File: config.mk
export PLATFORM = sky130hd
export DESIGN_NAME = mlbp_fifo
export DESIGN_NICKNAME = d
export VERILOG_FILES = /design/src/rtl/core/mlbp_pkg.sv /design/src/rtl/core/mlbp_fifo.sv
export SDC_FILE = /design/constraint.sdc
export NUM_CORES = 1
export LEC_CHECK = 0
export BUFFER_PORTS_ARGS = -buffer_cell sky130_fd_sc_hd__buf_2
export CAP_MARGIN = 20
export CORE_ASPECT_RATIO = 2
export CORE_MARGIN = 2
export CORE_UTILIZATION = 51
export DETAILED_ROUTE_END_ITERATION = 8
export GPL_ROUTABILITY_DRIVEN = 0
export GPL_TIMING_DRIVEN = 0
export PLACE_DENSITY_LB_ADDON = 0.1
export SETUP_SLACK_MARGIN = 0.05
export SLEW_MARGIN = 25
export SYNTH_ARGS = -nofsm -noshare
export SYNTH_HDL_FRONTEND = slang
export SYNTH_SLANG_ARGS = --single-unit
export TNS_END_PERCENT = 1
File: constraint.sdc
create_clock -name clk -period 2.1 [get_ports clk]
set_clock_uncertainty 0.15 [all_clocks]
set_input_delay 0.525 -clock clk [delete_from_list [all_inputs] [get_ports clk]]
set_output_delay 0.525 -clock clk [all_outputs]
set_load 0.02 [all_outputs]
File: src/rtl/core/mlbp_pkg.sv
// ----------------------------------------------------------------------------
// mlbp_pkg
// Shared types and constants for the 2x2 mean LBP block.
// ----------------------------------------------------------------------------
`default_nettype none

package mlbp_pkg;

  localparam int PIX_W     = 8;
  localparam int COORD_W   = 10;
  localparam int CODE_W    = 4;
  localparam int CFG_W     = 11;
  localparam int CFG_IDX_W = 1;
  localparam int MIN_DIM   = 2;
  localparam int Q_DEPTH   = 4;

  localparam int DEF_MAX_WIDTH  = 1024;
  localparam int DEF_MAX_HEIGHT = 1024;

  localparam logic [CFG_W-1:0] RST_FRAME_WIDTH  = 11'd640;
  localparam logic [CFG_W-1:0] RST_FRAME_HEIGHT = 11'd480;

  typedef enum logic [CFG_IDX_W-1:0] {
    REG_FRAME_WIDTH  = 1'b0,
    REG_FRAME_HEIGHT = 1'b1
  } cfg_reg_t;

  // One classified pixel: interior code and/or border pass-through
  typedef struct packed {
    logic [CODE_W-1:0]  code;
    logic [PIX_W-1:0]   pix;
    logic [COORD_W-1:0] row;
    logic [COORD_W-1:0] col;
    logic               has_int;
    logic               has_bdr;
  } work_t;

endpackage

`default_nettype wire

File: src/rtl/core/mlbp_fifo.sv
// ----------------------------------------------------------------------------
// mlbp_fifo
// Short work queue between front and back ends.
// ----------------------------------------------------------------------------
`default_nettype none

module mlbp_fifo (
  input  wire logic            clk,
  input  wire logic            rst_n,
  input  wire logic            push_valid,
  output logic                 push_ready,
  input  wire mlbp_pkg::work_t push_data,
  output logic                 pop_valid,
  input  wire logic            pop_ready,
  output mlbp_pkg::work_t      pop_data
);
  import mlbp_pkg::*;

  localparam int PTR_W = $clog2(Q_DEPTH);
  localparam int CNT_W = $clog2(Q_DEPTH + 1);

  work_t            q_mem [Q_DEPTH];
  logic [PTR_W-1:0] wr_ptr_r, rd_ptr_r;
  logic [CNT_W-1:0] count_r;
  logic             do_push, do_pop;

  assign push_ready = (count_r != CNT_W'(Q_DEPTH));
  assign pop_valid  = (count_r != '0);
  assign pop_data   = q_mem[rd_ptr_r];
  assign do_push    = push_valid & push_ready;
  assign do_pop     = pop_valid & pop_ready;

  always_ff @(posedge clk) begin
    if (do_push) q_mem[wr_ptr_r] <= push_data;
  end

  always_ff @(posedge clk) begin
    if (!rst_n) begin
      wr_ptr_r <= '0;
      rd_ptr_r <= '0;
      count_r  <= '0;
    end else begin
      if (do_push) wr_ptr_r <= wr_ptr_r + PTR_W'(1);
      if (do_pop)  rd_ptr_r <= rd_ptr_r + PTR_W'(1);
      if (do_push && !do_pop)      count_r <= count_r + CNT_W'(1);
      else if (do_pop && !do_push) count_r <= count_r - CNT_W'(1);
    end
  end

endmodule

`default_nettype wire

==> out/qor.txt, run 1 <==
Pins Over Slew Limit = 0
critical path launch point type = register
post-DP HPWL = 5.68 mm
Final Cycle Share = 115%
synth unique cells = 24
share of layout cells above drive strength 1 = 46.4%
Post-CTS Setup Inserts = 0
largest net degree at the start of global routing = 23
Worst-Margin Slew = 0.408 ns
# nets final = 367
worst ir drop on vdd = 0.000845 V
final hold slack = 0.181 ns
gr usage total = 16.5%
sequential share of the synthesized area = 78.2%
commonest cells after routing, fill and taps aside = edfxtp_1, buf_2, mux4_2
Layout area overhead = 25.2%
most common cell after layout, fill and taps aside = edfxtp_1
DR pass1 iterations = 4
worst setup margin = -0.320 ns
global-route wire length before repair = 13.7 mm
core area = 10500 um^2
WS Path Type = reg2out
CTS sink cnt = 145
CTS Buffer Depth = 2
Die W = 77.1 um
Final Power = 9.14 mW
status = finished with violations
Cells after Synth = 226
violated checks = setup timing
via count = 2453
pwr/cell area = 1340 nW/um^2
die area = 11600 um^2
Die Ht = 150 um
Hold Violations, Final = 0
Starting Density = 52.0%
DRC errors left = 0
critical path capture point type = output pin
Max-slew headroom = 72.8%
antenna violations before repair = 0
Pleak = 2.36 nW
DP Worst Slack = -0.283 ns
Routed WL per cell = 19.0 um
Hold WC Path Type = in2reg
Clock Root Buffer = clkbuf_16
H-Tree Depth = 4
post-layout minimum cycle time = 2.42 ns
Clock Latency Late Sink = 0.40 ns
Ys Warns = 0
vias per cell = 5.19
Critical Path RT = 1.42 ns
Setup-failing EPs final = 35
Synth Register Bits = 145
IO buf count = 72
post-route setup TNS = -9.74 ns
Detail Route Antenna Nets = 0
fmax = 413 MHz
Syn Nets = 270
GRT met1 Usage = 17.7%
IO Pins = 74
WP data arrival = 1.74 ns
clock buffer count from CTS = 17
vias in the first global route = 2683
drt total wl = 9.00 mm
GR Util met3 = 5.58%
GR Overflow Total = 0
cell area after synthesis = 5450 um^2
RSZ-0062 raised after global routing = yes
final-layout fill cell count = 762
Avg Cell Area, Syn = 24.1 um^2
Antenna diodes = 0
CTS tree = yes
Rows = 53
maxcap violations = 0
DRT iter0 DRCs = 125
Clock Pin Slew Worst Setup and Hold Paths = 0.06 ns
Max FO, Critical Path = 10
Most Used Layer, Global Route = met2
met2 GRT Util = 29.9%
Post-CTS Hold Buffers = 0
## cell type report
cell class | count | area, um^2 | area share [%]
multi-input cells | 69 | 1100 | 16.1
flip-flops and latches | 145 | 4270 | 62.6
repair buffers | 79 | 549 | 8.05
plain buffers | 8 | 106 | 1.56
inverters | 3 | 11.3 | 0.165
clock buffers | 18 | 429 | 6.29
well taps | 137 | 171 | 2.51
clock inverters | 14 | 189 | 2.77
## kinds of logic after synthesis
logic type	Yosys count	synth area share [%]
buffers and inverters	12	1.93
xor gates and xnor gates	4	0.643
muxes	37	14.9
DFF	145	78.2
and+or+nand+nor	17	1.68
adders and majority gates	6	1.52
AOI/OAI and AO/OA	5	1.12
## worst paths after layout
kind                       startpoint                  endpoint  cells after the start  slack, ns
min reg2reg  wr_ptr_r[1]$_SDFFE_PN0P_  wr_ptr_r[1]$_SDFFE_PN0P_                      2       0.35
min                     push_data[12]    q_mem[1][12]$_DFFE_PP_                      1       0.18
max                          register              pop_data[14]                      4      -0.32
max reg2reg   count_r[0]$_SDFFE_PN0P_   count_r[2]$_SDFFE_PN0P_                      8      -0.18
## metrics by stage
step                util (%)  instance area [um^2]  std cells
global placement        57.2                  5990        435
global route            65.1                  6820        473
CTS                     64.2                  6730        470
detailed placement      58.1                  6090        439
finish                  65.1                  6820        473
floorplan                  -                  5460        226
## power by group
part           internal (mW)  total (mW)  switching (mW)
logic                   1.20        2.42            1.22
clock network           1.98        3.06            1.08
registers               3.52        3.66           0.134
total                   6.70        9.14            2.43
## state kept, by name (all words and copies together) (netlist names), named ones only
register  cells
q_mem       136
rd_ptr_r      2
count_r       3
wr_ptr_r      2
## critical path: stages (launching register included)
cell and delay (ns):
dfxtp_2 0.34, buf_12 0.16, clkbuf_16 0.17, mux4_2 0.50, buf_2 0.17
## synth_stat cells, drive strengths merged
library cell  instances  area [um^2]
nand2                 5         18.8
xnor2                 3         26.3
mux4                 34          781
ha                    5         62.6
dfxtp                 9          180
edfxtp              136         4080
fa                    1         20.0
nor2b                 1         6.26
or3                   2         12.5
xor2                  1         8.76
buf                   7         86.3
o31ai                 1         21.3
o21ai                 1         5.00
o311ai                1         16.3
a21boi                2         18.8
mux2i                 3         30.0
clkbuf                2         7.51
nor2                  1         3.75
and2                  8         50.1
inv                   3         11.3
## routing by layer
layer  vias up  share of wire [%]
met2        52                 57
met4         0                1.5
met3        14                4.4
met1      1245                 37
met5         -                  0
li1       1142                  -
## what timing repair did
action | in CTS | in global routing
setup endpoints to repair | 53 | 71
gates resized for setup | 9 | 6
cloned | 0 | 3
No activity file was read; power rests on OpenSTA's default activity.
==> inputs of run 2 (changes only) <==
- PLACE_DENSITY: not set -> 0.84
- PLACE_DENSITY_LB_ADDON: 0.1 -> not set
- SETUP_SLACK_MARGIN: 0.05 -> 0.15
==> run 2 against run 1 <==
Compared with the run above: the run still ends with setup timing left; power increased by 3.9%; critical path depth unchanged; clock-buffer cell count grew 3; sequential share of layout area decreased by 0.86 points; wire length is 8.1% higher; worst hold slack lost 0.0073 ns; largest power group unchanged; fmax fell by 0.24%; register-to-register slack better by 0.02 ns; global-route usage rose by 1.2 points; sequential power about the same; worst setup slack got worse by 0.0058 ns.
==> out/qor.txt, run 2 (synthesized netlist as in run 1, its figures left out) <==
Max FO, Critical Path = 5
Clock Pin Slew Worst Setup and Hold Paths = 0.06 ns
Rows = 53
Worst-Margin Slew = 0.508 ns
Max-slew headroom = 66.2%
Detail Route Antenna Nets = 0
RSZ-0062 raised after global routing = yes
fmax = 412 MHz
final-layout fill cell count = 733
WP data arrival = 1.75 ns
Hold WC Path Type = in2reg
max FFs per register = 136
DP Worst Slack = -0.328 ns
clock buffer count from CTS = 17
maxcap violations = 0
Die W = 77.1 um
IO buf count = 72
vias per cell = 5.35
Routed WL per cell = 20.4 um
violated checks = setup timing
reg-to-reg endpoint = count_r[2]$_SDFFE_PN0P_
# nets final = 371
largest net degree at the start of global routing = 26
switching power = 2.50 mW
Antenna diodes = 0
Reg-to-Reg Start = count_r[0]$_SDFFE_PN0P_
post-DP HPWL = 6.13 mm
Clock Latency Late Sink = 0.41 ns
critical path launch point type = register
via count = 2554
Regs by FF count = q_mem x136, count_r x3
Reg2Reg Depth = 8
Critical Path RT = 1.42 ns
most common cell after layout, fill and taps aside = edfxtp_1
multi-input logic area = 1090 um^2
Pleak = 2.41 nW
switching share of power = 26.3%
Final Cycle Share = 115%
die area = 11600 um^2
share of layout cells above drive strength 1 = 47.9%
pwr/cell area = 1370 nW/um^2
Starting Density = 52.0%
vias in the first global route = 2748
Clock Root Buffer = clkbuf_16
IO Pins = 74
gr usage total = 17.7%
GR Overflow Total = 0
CTS Buffer Depth = 2
commonest cells after routing, fill and taps aside = edfxtp_1, buf_2, mux4_2
critical path capture point type = output pin
fin util = 66.1%
H-Tree Depth = 4
Hold Violations, Final = 0
Pins Over Slew Limit = 0
Clk network pwr share = 33.9%
CTS tree = yes
Final Power = 9.50 mW
R2R Setup Slk = -0.16 ns
Setup-failing EPs final = 35
Gate power share = 27.4%
DRC errors left = 0
drt total wl = 9.73 mm
status = finished with violations
antenna violations before repair = 1
global-route wire length before repair = 14.5 mm
crit path to = pop_data[17]
largest reg by FF count = q_mem
worst ir drop on vdd = 0.00106 V
Layout area overhead = 27.1%
register area = 4280 um^2
WS Path Type = reg2out
DRT iter0 DRCs = 123
Die Ht = 150 um
core area = 10500 um^2
DR pass1 iterations = 4
CTS sink cnt = 145
Reg power frac = 38.7%
post-layout minimum cycle time = 2.43 ns
Internal = 6.99 mW
worst setup margin = -0.325 ns
run 2: cell count changes in the layout (fill, tap and decap cells not counted), sizes merged:
cell,change
bufinv,+1
inv,-1
clkbuf,+5
clkinvlp,-3
buf,+2
run 2: critical path, stage by stage, from the launching register on:
cell       delay [ns]
dfxtp_4          0.37
buf_12           0.14
clkbuf_16        0.15
mux4_2           0.49
buf_2            0.18
run 2: final cells by class:
cell class / instances / area share [%]
Tap cell: 137 / 2.47
Multi-Input combinational cell: 69 / 15.8
Inverter: 3 / 0.163
Timing Repair Buffer: 82 / 9.05
Buffer: 9 / 1.61
Clock buffer: 21 / 6.50
Clock inverter: 11 / 2.69
Sequential cell: 145 / 61.7
run 2: worst min path at each step:
stage | startpoint | end | slack, ns | depth (start not counted)
after CTS | push_data[7] | q_mem[0][7]$_DFFE_PP_ | 0.15 | 1
after detailed placement | wr_ptr_r[1]$_SDFFE_PN0P_ | wr_ptr_r[1]$_SDFFE_PN0P_ | 0.36 | 2
after global routing | push_data[12] | q_mem[0][12]$_DFFE_PP_ | 0.16 | 1
after floorplan | wr_ptr_r[1]$_SDFFE_PN0P_ | wr_ptr_r[1]$_SDFFE_PN0P_ | 0.32 | 2
after global placement | wr_ptr_r[0]$_SDFFE_PN0P_ | wr_ptr_r[0]$_SDFFE_PN0P_ | 0.33 | 2
final | push_data[7] | q_mem[0][7]$_DFFE_PP_ | 0.17 | 1
run 2: power groups by stage:
stage	clock [mW]	combinational (mW)	sequential, mW
CTS	3.27	2.34	3.66
finish	3.22	2.60	3.67
global route	3.37	2.77	3.71
detailed placement	0	2.27	3.71
global placement	0	2.16	3.69
floorplan	0	1.60	3.67
run 2: repair_timing:
action	CTS	global route
buffers inserted	2	0
setup endpoints to repair	76	76
hold endpoints to repair	0	0
hold buffers	0	0
cloned	0	4
gates resized for setup	11	21
run 2: stage by stage:
stage	cells	hold slack, ns	setup TNS, ns	instance area [um^2]
final	477	0.173	-10.23	6930
after global routing	477	0.155	-12.25	6930
after CTS	473	0.149	-11.04	6770
after detailed placement	439	0.357	-3.01	6090
after global placement	435	0.329	-102.91	5990
after floorplan	226	0.318	-10.14	5460
run 2: per-layer routing:
| layer | wire length [um] | part of all wire (%) | GRT usage [%] | vias to the layer above |
|---|---|---|---|---|
| li1 | - | - | - | 1152 |
| met1 | 3490 | 36 | 17.7 | 1298 |
| met2 | 5510 | 57 | 31.9 | 77 |
| met3 | 477 | 4.9 | 6.95 | 25 |
| met4 | 238 | 2.4 | 7.95 | 2 |
| met5 | 11 | 0.11 | 0 | - |
