$ cat src/rtl/core/mlbp_pkg.sv
// ----------------------------------------------------------------------------
// mlbp_pkg
// Shared types and constants for the 2x2 mean LBP block.
// ----------------------------------------------------------------------------
`default_nettype none

package mlbp_pkg;

  localparam int PIX_W     = 8;
  localparam int COORD_W   = 10;
  localparam int CODE_W    = 4;
  localparam int CFG_W     = 11;
  localparam int CFG_IDX_W = 1;
  localparam int MIN_DIM   = 2;
  localparam int Q_DEPTH   = 4;

  localparam int DEF_MAX_WIDTH  = 1024;
  localparam int DEF_MAX_HEIGHT = 1024;

  localparam logic [CFG_W-1:0] RST_FRAME_WIDTH  = 11'd640;
  localparam logic [CFG_W-1:0] RST_FRAME_HEIGHT = 11'd480;

  typedef enum logic [CFG_IDX_W-1:0] {
    REG_FRAME_WIDTH  = 1'b0,
    REG_FRAME_HEIGHT = 1'b1
  } cfg_reg_t;

  // One classified pixel: interior code and/or border pass-through
  typedef struct packed {
    logic [CODE_W-1:0]  code;
    logic [PIX_W-1:0]   pix;
    logic [COORD_W-1:0] row;
    logic [COORD_W-1:0] col;
    logic               has_int;
    logic               has_bdr;
  } work_t;

endpackage

`default_nettype wire

$ cat src/rtl/core/mlbp_back.sv
// ----------------------------------------------------------------------------
// mlbp_back
// Expands each work entry into one or two results on the output register.
// ----------------------------------------------------------------------------
`default_nettype none

module mlbp_back (
  input  wire logic                         clk,
  input  wire logic                         rst_n,
  input  wire logic                         head_valid,
  output logic                              head_pop,
  input  wire mlbp_pkg::work_t              head_data,
  output logic                              out_valid,
  input  wire logic                         out_ready,
  output logic [mlbp_pkg::PIX_W-1:0]        out_pixel,
  output logic [mlbp_pkg::COORD_W-1:0]      out_row,
  output logic [mlbp_pkg::COORD_W-1:0]      out_col,
  output logic                              out_last_of_run
);
  import mlbp_pkg::*;

  logic               out_valid_r, last_r, phase_r;
  logic [PIX_W-1:0]   pix_r;
  logic [COORD_W-1:0] row_r, col_r;
  logic               load, emit, emit_int, split;

  assign load     = ~out_valid_r | out_ready;
  assign emit     = load & head_valid;
  // interior result goes first when both are due
  assign emit_int = head_data.has_int & ~phase_r;
  assign split    = emit_int & head_data.has_bdr;
  assign head_pop = emit & ~split;

  assign out_valid       = out_valid_r;
  assign out_pixel       = pix_r;
  assign out_row         = row_r;
  assign out_col         = col_r;
  assign out_last_of_run = last_r;

  always_ff @(posedge clk) begin
    if (emit) begin
      if (emit_int) begin
        pix_r  <= PIX_W'(head_data.code);
        row_r  <= head_data.row - COORD_W'(1);
        col_r  <= head_data.col - COORD_W'(1);
        last_r <= ~head_data.has_bdr;
      end else begin
        pix_r  <= head_data.pix;
        row_r  <= head_data.row;
        col_r  <= head_data.col;
        last_r <= 1'b1;
      end
    end
  end

  always_ff @(posedge clk) begin
    if (!rst_n) begin
      out_valid_r <= 1'b0;
      phase_r     <= 1'b0;
    end else begin
      if (load) out_valid_r <= head_valid;
      if (emit) phase_r <= split;
    end
  end

endmodule

`default_nettype wire

$ cat config.mk
export PLATFORM = sky130hd
export DESIGN_NAME = mlbp_back
export DESIGN_NICKNAME = d
export VERILOG_FILES = /design/src/rtl/core/mlbp_pkg.sv /design/src/rtl/core/mlbp_back.sv
export SDC_FILE = /design/constraint.sdc
export NUM_CORES = 1
export LEC_CHECK = 0
export CORE_MARGIN = 2
export CORE_UTILIZATION = 30
export CTS_CLUSTER_SIZE = 30
export DETAILED_ROUTE_END_ITERATION = 10
export DONT_BUFFER_PORTS = 1
export REMOVE_ABC_BUFFERS = 1
export SYNTH_ARGS = -nofsm -noshare
export SYNTH_HDL_FRONTEND = slang
export SYNTH_SLANG_ARGS = --single-unit
$ cat constraint.sdc
create_clock -name clk -period 2.9 [get_ports clk]
set_input_delay 0.29 -clock clk [delete_from_list [all_inputs] [get_ports clk]]
set_output_delay 0.29 -clock clk [all_outputs]
set_load 0.01 [all_outputs]
==> impl_metrics.yaml, run 1 <==
status:
  status: "completed"
layout:
  syn_to_final_growth_pct: 12.4
  layout-drive-gt1-share_pct: 11.8
  num-fill-cells: 446
  nNetsFinal: 158
  final_util_pct: 34.5
  antennaDiodeCount: 0
sta:
  worst_slew_pin_slew_ps: 701
  rsz0062_at_grt: "false"
  setup_viol: 0
  final_hold_viol_count: 0
  finalSetupTns_ps: 0
  finalCritPeriodShare_pct: 66.1
  clock_skew_ps: 8.66
  hold-worst-slack_ps: 161
  max_freq_mhz: 522
  finalMaxSlewViolations: 0
  max-slew-margin-rel_pct: 53.2
  period_minus_slack_ps: 1920
routing:
  final_antenna_net_count: 0
  vias: 837
  drc_errors: 0
  drtIter0Drc: 28
  avgViaCountPerCell: 4.84
  drt_pass1_iterations: 4
  drt-wirelength-per-cell_microns: 16.1
  routed_wirelength_microns: 2790
power:
  peakVddDrop_mv: 0.247
  power_density_mw_per_mm2: 635
  p_leak_nw: 0.569
logic_synthesis:
  synth_edf_count: 29
  synth_seq_area_share_pct: 63.7
  synthArstFlopShare_pct: 0
  netlist_area_sq_mm: 0.00143
  syn_inst: 112
  ys.warnings.count: 0
  ys.flop_type: "edfxtp_1"
  synth_cell_types: 26
  synth_seq_cells: 31
  avgSynthCellArea_sq_um: 12.8
grt:
  antenna_found_initial: 0
  grt_pass1_vias: 891
  grt_use_total_pct: 11.3
  grt-ovfl-total: 0
  grt_pass1_wl_microns: 4420
  grt_max_degree: 18
flow_run:
  drv_cap: 0
setup_path:
  cp-start-kind: "register"
  worstPathArrival_ps: 1630
  worstSetupPathType: "reg -> out"
  end_kind: "primary output"
  cp.required_ps: 2610
  path_max_fanout: 14
clock_tree:
  numClockSinks: 31
  path_clk_slew_ps: 70
  clockBufferDepth: 2
  cts_resized: 0
  cts_tree: "yes"
  cts-root-buf: "clkbuf_8"
  cts_buffers: 5
  clk_latency_ps: 280
  htreeDepth: 2
  cts_hold_buf: 0
  postCtsSetupBuffers: 0
die:
  initial_utilization_pct: 30.7
  io_pins: 69
  num_rows: 25
  die_h_microns: 73.0
  die_x_microns: 73.0
  core_area_sq_mm: 0.00466
  die_area_sq_mm: 0.00533
min_path:
  hold_class: "in -> reg"
placement:
  gp_congestion: 0.762
  io_buffers: 0
  hpwlAfterDp_microns: 2200
-- critical path, cell delays in order, from the launching register on --
cell	delay [ps]
dfxtp_1	360
nor2b_1	170
nor2_2	540
and2_1	280
-- power by group --
group | internal, mW | total, mW | switching (mW)
Clock | 0.251 | 0.402 | 0.151
Sequential | 0.529 | 0.555 | 0.0264
Combinational | 0.0261 | 0.0625 | 0.0364
-- per-stage QoR --
step           setup WS (ps)  cells  area [sq um]  power (mW)
2_1_floorplan            552    110          1420       0.611
3_3_place_gp            1210    165          1500       0.625
3_5_place_dp            1170    165          1500       0.629
4_1_cts                  959    173          1610        1.03
5_1_grt                  878    173          1610        1.06
6_report                 983    173          1610        1.02
-- sequential cells by signal, summed over array words and instances, names as in the netlist --
signal           flops
out_row             10
out_col             10
phase_r              1
out_valid            1
out_last_of_run      1
out_pixel            8
-- layer usage --
metal / part of all wire (%) / global-route usage [%] / vias up
met5: 0 / 0 / -
met4: 1.6 / 6.17 / 0
met3: 14 / 7.18 / 4
met2: 50 / 18.5 / 51
met1: 34 / 10.8 / 373
li1: - / - / 409
-- final cells by class --
type                    count  area (sq um)  share of cell area, %
clock buffers               5          68.8                   4.28
clock inverters             3          38.8                   2.41
inverters                   5          18.8                   1.17
well taps                  54          67.6                   4.21
flip-flops and latches     31           911                   56.7
repair buffers              1          7.51                  0.467
multi-input cells          74           494                   30.8
-- cell families after synthesis --
| kind of cell | synth area share (%) |
|---|---|
| simple gates | 19.2 |
| flops | 63.7 |
| xor+xnor | 10.4 |
| compound gates | 3.06 |
| buf+inv | 1.84 |
| fa+ha+maj | 1.75 |
-- final timing paths --
| path | slack [ps] | from | end | cells after the start |
|---|---|---|---|---|
| worst max-delay path | 980 | out_valid | head_pop | 3 |
| worst min-delay path | 160 | rst_n | phase_r | 1 |
| worst max register to register | 1150 | out_valid | out_pixel[4] | 3 |
| worst min register to register | 560 | phase_r | phase_r | 2 |
-- synth_stat cells, types with 3 or more instances --
| cell | n | share of area [%] |
|---|---|---|
| xor2_1 | 7 | 4.3 |
| and2_1 | 5 | 2.2 |
| xnor2_1 | 10 | 6.1 |
| nor3_1 | 3 | 1.1 |
| edfxtp_1 | 29 | 61 |
| nor2_1 | 5 | 1.3 |
| nand2_1 | 17 | 4.5 |
| inv_1 | 5 | 1.3 |
| o21ai_0 | 4 | 1.4 |
-- cell usage in the layout (no fill, tap or decap), types with 2 or more instances in the layout --
| cell | count |
|---|---|
| edfxtp_1 | 29 |
| nand2_1 | 17 |
| xnor2_1 | 10 |
| xor2_1 | 7 |
| inv_1 | 5 |
| and2_1 | 5 |
| clkbuf_8 | 5 |
| nor2_1 | 4 |
| o21ai_0 | 4 |
| nor3_1 | 3 |
| nor2b_1 | 2 |
| nor4_1 | 2 |
| nand3_1 | 2 |
| nand2b_1 | 2 |
| nand4b_1 | 2 |
| nand3b_1 | 2 |
| a21boi_0 | 2 |
| ha_1 | 2 |
| dfxtp_1 | 2 |
Note: power is estimated with default switching activity, not from simulation.
==> run 2, diff against run 1 <==
clock period = 1.7 ns   (was 2.9 ns; I/O delays follow)
==> impl_metrics.yaml, run 2 (synthesis gave the netlist of run 1 again) <==
clock_tree:
  path_clk_slew_ps: 60
  cts-root-buf: "clkbuf_8"
  numClockSinks: 31
  cts_tree: "yes"
  cts_buffers: 5
  clockBufferDepth: 2
  cts_hold_buf: 0
  htreeDepth: 2
  cts_resized: 0
  clk_latency_ps: 280
  postCtsSetupBuffers: 0
routing:
  met3_length_microns: 325
  wl_met2_microns: 1350
  top_layer: "met4"
  drc_errors: 0
  routed_wirelength_microns: 2770
  drt_pass1_iterations: 4
  avgViaCountPerCell: 4.95
  vias: 876
  drtIter0Drc: 36
  wl_met1_microns: 1040
  final_antenna_net_count: 0
  drt-wirelength-per-cell_microns: 15.7
sta:
  final_hold_viol_count: 0
  max_freq_mhz: 658
  clock_skew_ps: 3.05
  finalCritPeriodShare_pct: 89.4
  hold-worst-slack_ps: 42.8
  setup_viol: 0
  worst_slew_pin_slew_ps: 398
  finalSetupTns_ps: 0
  finalMaxSlewViolations: 0
  period_minus_slack_ps: 1520
  max-slew-margin-rel_pct: 73.2
  rsz0062_at_grt: "false"
setup_path:
  cp.required_ps: 1530
  worstPathArrival_ps: 1350
  end_kind: "primary output"
  cpLargestDelayFamily: "simple AND/OR/NAND/NOR gates"
  timing.critical_path.cells: "nor2b_1 > nor2_2 > buf_12 > and2_1"
  cpPeakStageDelay_ps: 420
  crit_slowest_cell: "dfxtp_1"
  cp-start-kind: "register"
  worstPathBufferInverterCount: 1
  worstSetupPathType: "reg -> out"
  r2r_setup_slack_ps: 190
  path_max_fanout: 30
status:
  status: "completed"
die:
  num_rows: 25
  core_area_sq_mm: 0.00466
  initial_utilization_pct: 30.7
  io_pins: 69
  die_x_microns: 73.0
  die_area_sq_mm: 0.00533
  die_h_microns: 73.0
layout:
  num-fill-cells: 453
  nNetsFinal: 162
  regArea_sq_um: 911
  multiInputGateArea_sq_um: 494
  final_cell_mix: "edfxtp_1, nand2_1, xnor2_1, xor2_1"
  antennaDiodeCount: 0
  syn_to_final_growth_pct: 15.4
  fin_cells: 177
  layout-drive-gt1-share_pct: 14.6
  final_common_cell: "edfxtp_1"
placement:
  hpwlAfterDp_microns: 2170
  dp.cells: 169
  io_buffers: 0
  gp_congestion: 0.757
power:
  peakVddDrop_mv: 0.281
  power_density_mw_per_mm2: 1060
  p_leak_nw: 0.594
grt:
  grt_use_total_pct: 10.9
  grt_pass1_vias: 898
  grt_pass1_wl_microns: 4200
  grt-ovfl-total: 0
  grt_max_degree: 31
  antenna_found_initial: 0
flow_run:
  drv_cap: 0
min_path:
  hold_class: "in -> reg"
run 2: layer usage:
| layer | vias up | track usage [%] |
|---|---|---|
| met5 | - | 0 |
| met4 | 0 | 7.00 |
| met3 | 5 | 6.63 |
| met2 | 54 | 17.7 |
| met1 | 398 | 10.3 |
| li1 | 419 | - |
run 2: final cells by class:
class | instances | area share [%]
Inverter | 5 | 1.14
Multi-Input combinational cell | 74 | 30.0
Clock buffer | 5 | 4.17
Clock inverter | 3 | 2.35
Tap cell | 54 | 4.10
Sequential cell | 31 | 55.2
Timing Repair Buffer | 5 | 3.03
run 2: worst register-to-register path, cell delays in order, from the launching register on:
cell and delay [ps]:
dfxtp_1 310, or4b_4 570, o41ai_1 230, o21ai_0 140
run 2: per-stage QoR:
stage | util (%) | area [sq um] | setup WS (ps) | power, mW
final | 35.4 | 1650 | 180 | 1.75
after global routing | 35.4 | 1650 | 60.4 | 1.82
after CTS | 35.4 | 1650 | 150 | 1.78
after detailed placement | 33.1 | 1540 | 184 | 1.09
after global placement | 33.1 | 1540 | 235 | 1.08
after floorplan | - | 1420 | -528 | 1.04
run 2: path summary, 6_finish.rpt:
check / start / end / cells past startpoint
min: rst_n / out_valid / 1
max reg2reg: phase_r / out_col[5] / 3
max: out_valid / head_pop / 4
min reg2reg: out_valid / out_valid / 2
run 2: power breakdown:
group          leakage [nW]  switching, mW  internal (mW)
combinational         0.240         0.0656         0.0551
sequential            0.298         0.0441          0.902
clock                0.0556          0.257          0.428
total                 0.594          0.367           1.39
==> run 3, diff against run 2 <==
==> constraint.sdc (replaced) <==
create_clock -name clk -period 1.7 [get_ports clk]
set_input_delay 0.17 -clock clk [delete_from_list [all_inputs] [get_ports clk]]
set_output_delay 0.17 -clock clk [all_outputs]
set_load 0.02 [all_outputs]
==> impl_metrics.yaml, run 3 (synthesis gave the netlist of run 1 again) <==
clock_tree:
  cts_buffers: 5
  numClockSinks: 31
  cts_hold_buf: 0
  cts-root-buf: "clkbuf_8"
  cts_resized: 0
  clk_latency_ps: 270
  cts_tree: "yes"
  htreeDepth: 2
  postCtsSetupBuffers: 0
  path_clk_slew_ps: 60
  clockBufferDepth: 2
setup_path:
  end_kind: "primary output"
  worstPathBufferInverterCount: 1
  cpPeakStageDelay_ps: 320
  cp.required_ps: 1530
  worstSetupPathType: "reg -> out"
  crit_slowest_cell: "dfxtp_1"
  cpLargestDelayFamily: "simple AND/OR/NAND/NOR gates"
  timing.critical_path.cells: "buf_4 > nor2b_1 > nand2_1 > and2_1"
  worstPathArrival_ps: 1380
  path_max_fanout: 5
  cp-start-kind: "register"
grt:
  grt_use_total_pct: 11.0
  grt-ovfl-total: 0
  antenna_found_initial: 0
  grt_max_degree: 18
  grt_pass1_vias: 876
  grt_pass1_wl_microns: 4300
routing:
  avgViaCountPerCell: 4.83
  drt-wirelength-per-cell_microns: 15.5
  drc_errors: 0
  final_antenna_net_count: 0
  drtIter0Drc: 28
  routed_wirelength_microns: 2780
  drt_pass1_iterations: 4
  vias: 864
sta:
  worst_slew_pin_slew_ps: 401
  max_freq_mhz: 647
  final_hold_viol_count: 0
  period_minus_slack_ps: 1550
  finalMaxSlewViolations: 0
  finalCritPeriodShare_pct: 90.9
  rsz0062_at_grt: "false"
  worst_slack_ps: 155
  hold-worst-slack_ps: 43.5
  clock_skew_ps: 6.10
  setup_viol: 0
  max-slew-margin-rel_pct: 73.0
layout:
  syn_to_final_growth_pct: 13.7
  num-fill-cells: 458
  layout-drive-gt1-share_pct: 14.4
  antennaDiodeCount: 0
  final_util_pct: 34.8
  nNetsFinal: 164
  final_cell_mix: "edfxtp_1, nand2_1, xnor2_1, xor2_1, buf_4"
  regArea_sq_um: 911
  multiInputGateArea_sq_um: 494
  final_common_cell: "edfxtp_1"
die:
  die_area_sq_mm: 0.00533
  die_x_microns: 73.0
  io_pins: 69
  num_rows: 25
  die_h_microns: 73.0
  core_area_sq_mm: 0.00466
  initial_utilization_pct: 30.7
min_path:
  hold_class: "in -> reg"
power:
  total_power_mw: 1.62
  power_density_mw_per_mm2: 998
  p_leak_nw: 0.584
  peakVddDrop_mv: 0.272
placement:
  hpwlAfterDp_microns: 2230
  place_ws_ps: 200
  io_buffers: 0
  gp_congestion: 0.760
flow_run:
  drv_cap: 0
status:
  status: "completed"
## run 3: cell count changes in the layout (fill, tap and decap cells not counted), sizes merged
cell,previous run,this run
clkbuf,5,6
buf,5,7
bufinv,1,0
## run 3: final timing paths
| check | startpoint | to | slack (ps) | depth (start not counted) |
|---|---|---|---|---|
| worst max register to register | phase_r | out_col[5] | 180 | 3 |
| worst min-delay path | rst_n | phase_r | 40 | 1 |
| worst max-delay path | phase_r | head_pop | 150 | 4 |
| worst min register to register | out_valid | out_valid | 640 | 2 |
## run 3: cell type report
type | count | share of cell area, %
sequential | 31 | 56.1
multi-input combinational | 74 | 30.4
clock buffer | 6 | 4.47
tap | 54 | 4.16
timing repair buffer | 7 | 3.24
inverter | 5 | 1.16
clock inverter | 2 | 0.462
## run 3: metal layers
metal  vias to the layer above  routed length (microns)  GRT usage (%)
li1                        418                        -              -
met1                       388                      988           10.4
met2                        51                     1360           18.2
met3                         7                      370           6.77
met4                         0                       60           6.17
met5                         -                        0              0
## run 3: where the power goes
group	switching (mW)	internal, mW
Sequential	0.0812	0.904
Clock	0.237	0.278
Combinational	0.0655	0.0548
## run 3: worst register-to-register path, stage by stage (launching register included)
cell	delay, ps
dfxtp_1	320
or4b_4	570
o41ai_1	250
o21ai_0	120
## run 3: stage by stage
| stage | setup TNS (ps) | cell area (sq um) | instances |
|---|---|---|---|
| global placement | 0 | 1540 | 171 |
| finish | 0 | 1620 | 179 |
| CTS | 0 | 1620 | 179 |
| detailed placement | 0 | 1540 | 171 |
| floorplan | -15130 | 1420 | 110 |
| global route | 0 | 1620 | 179 |
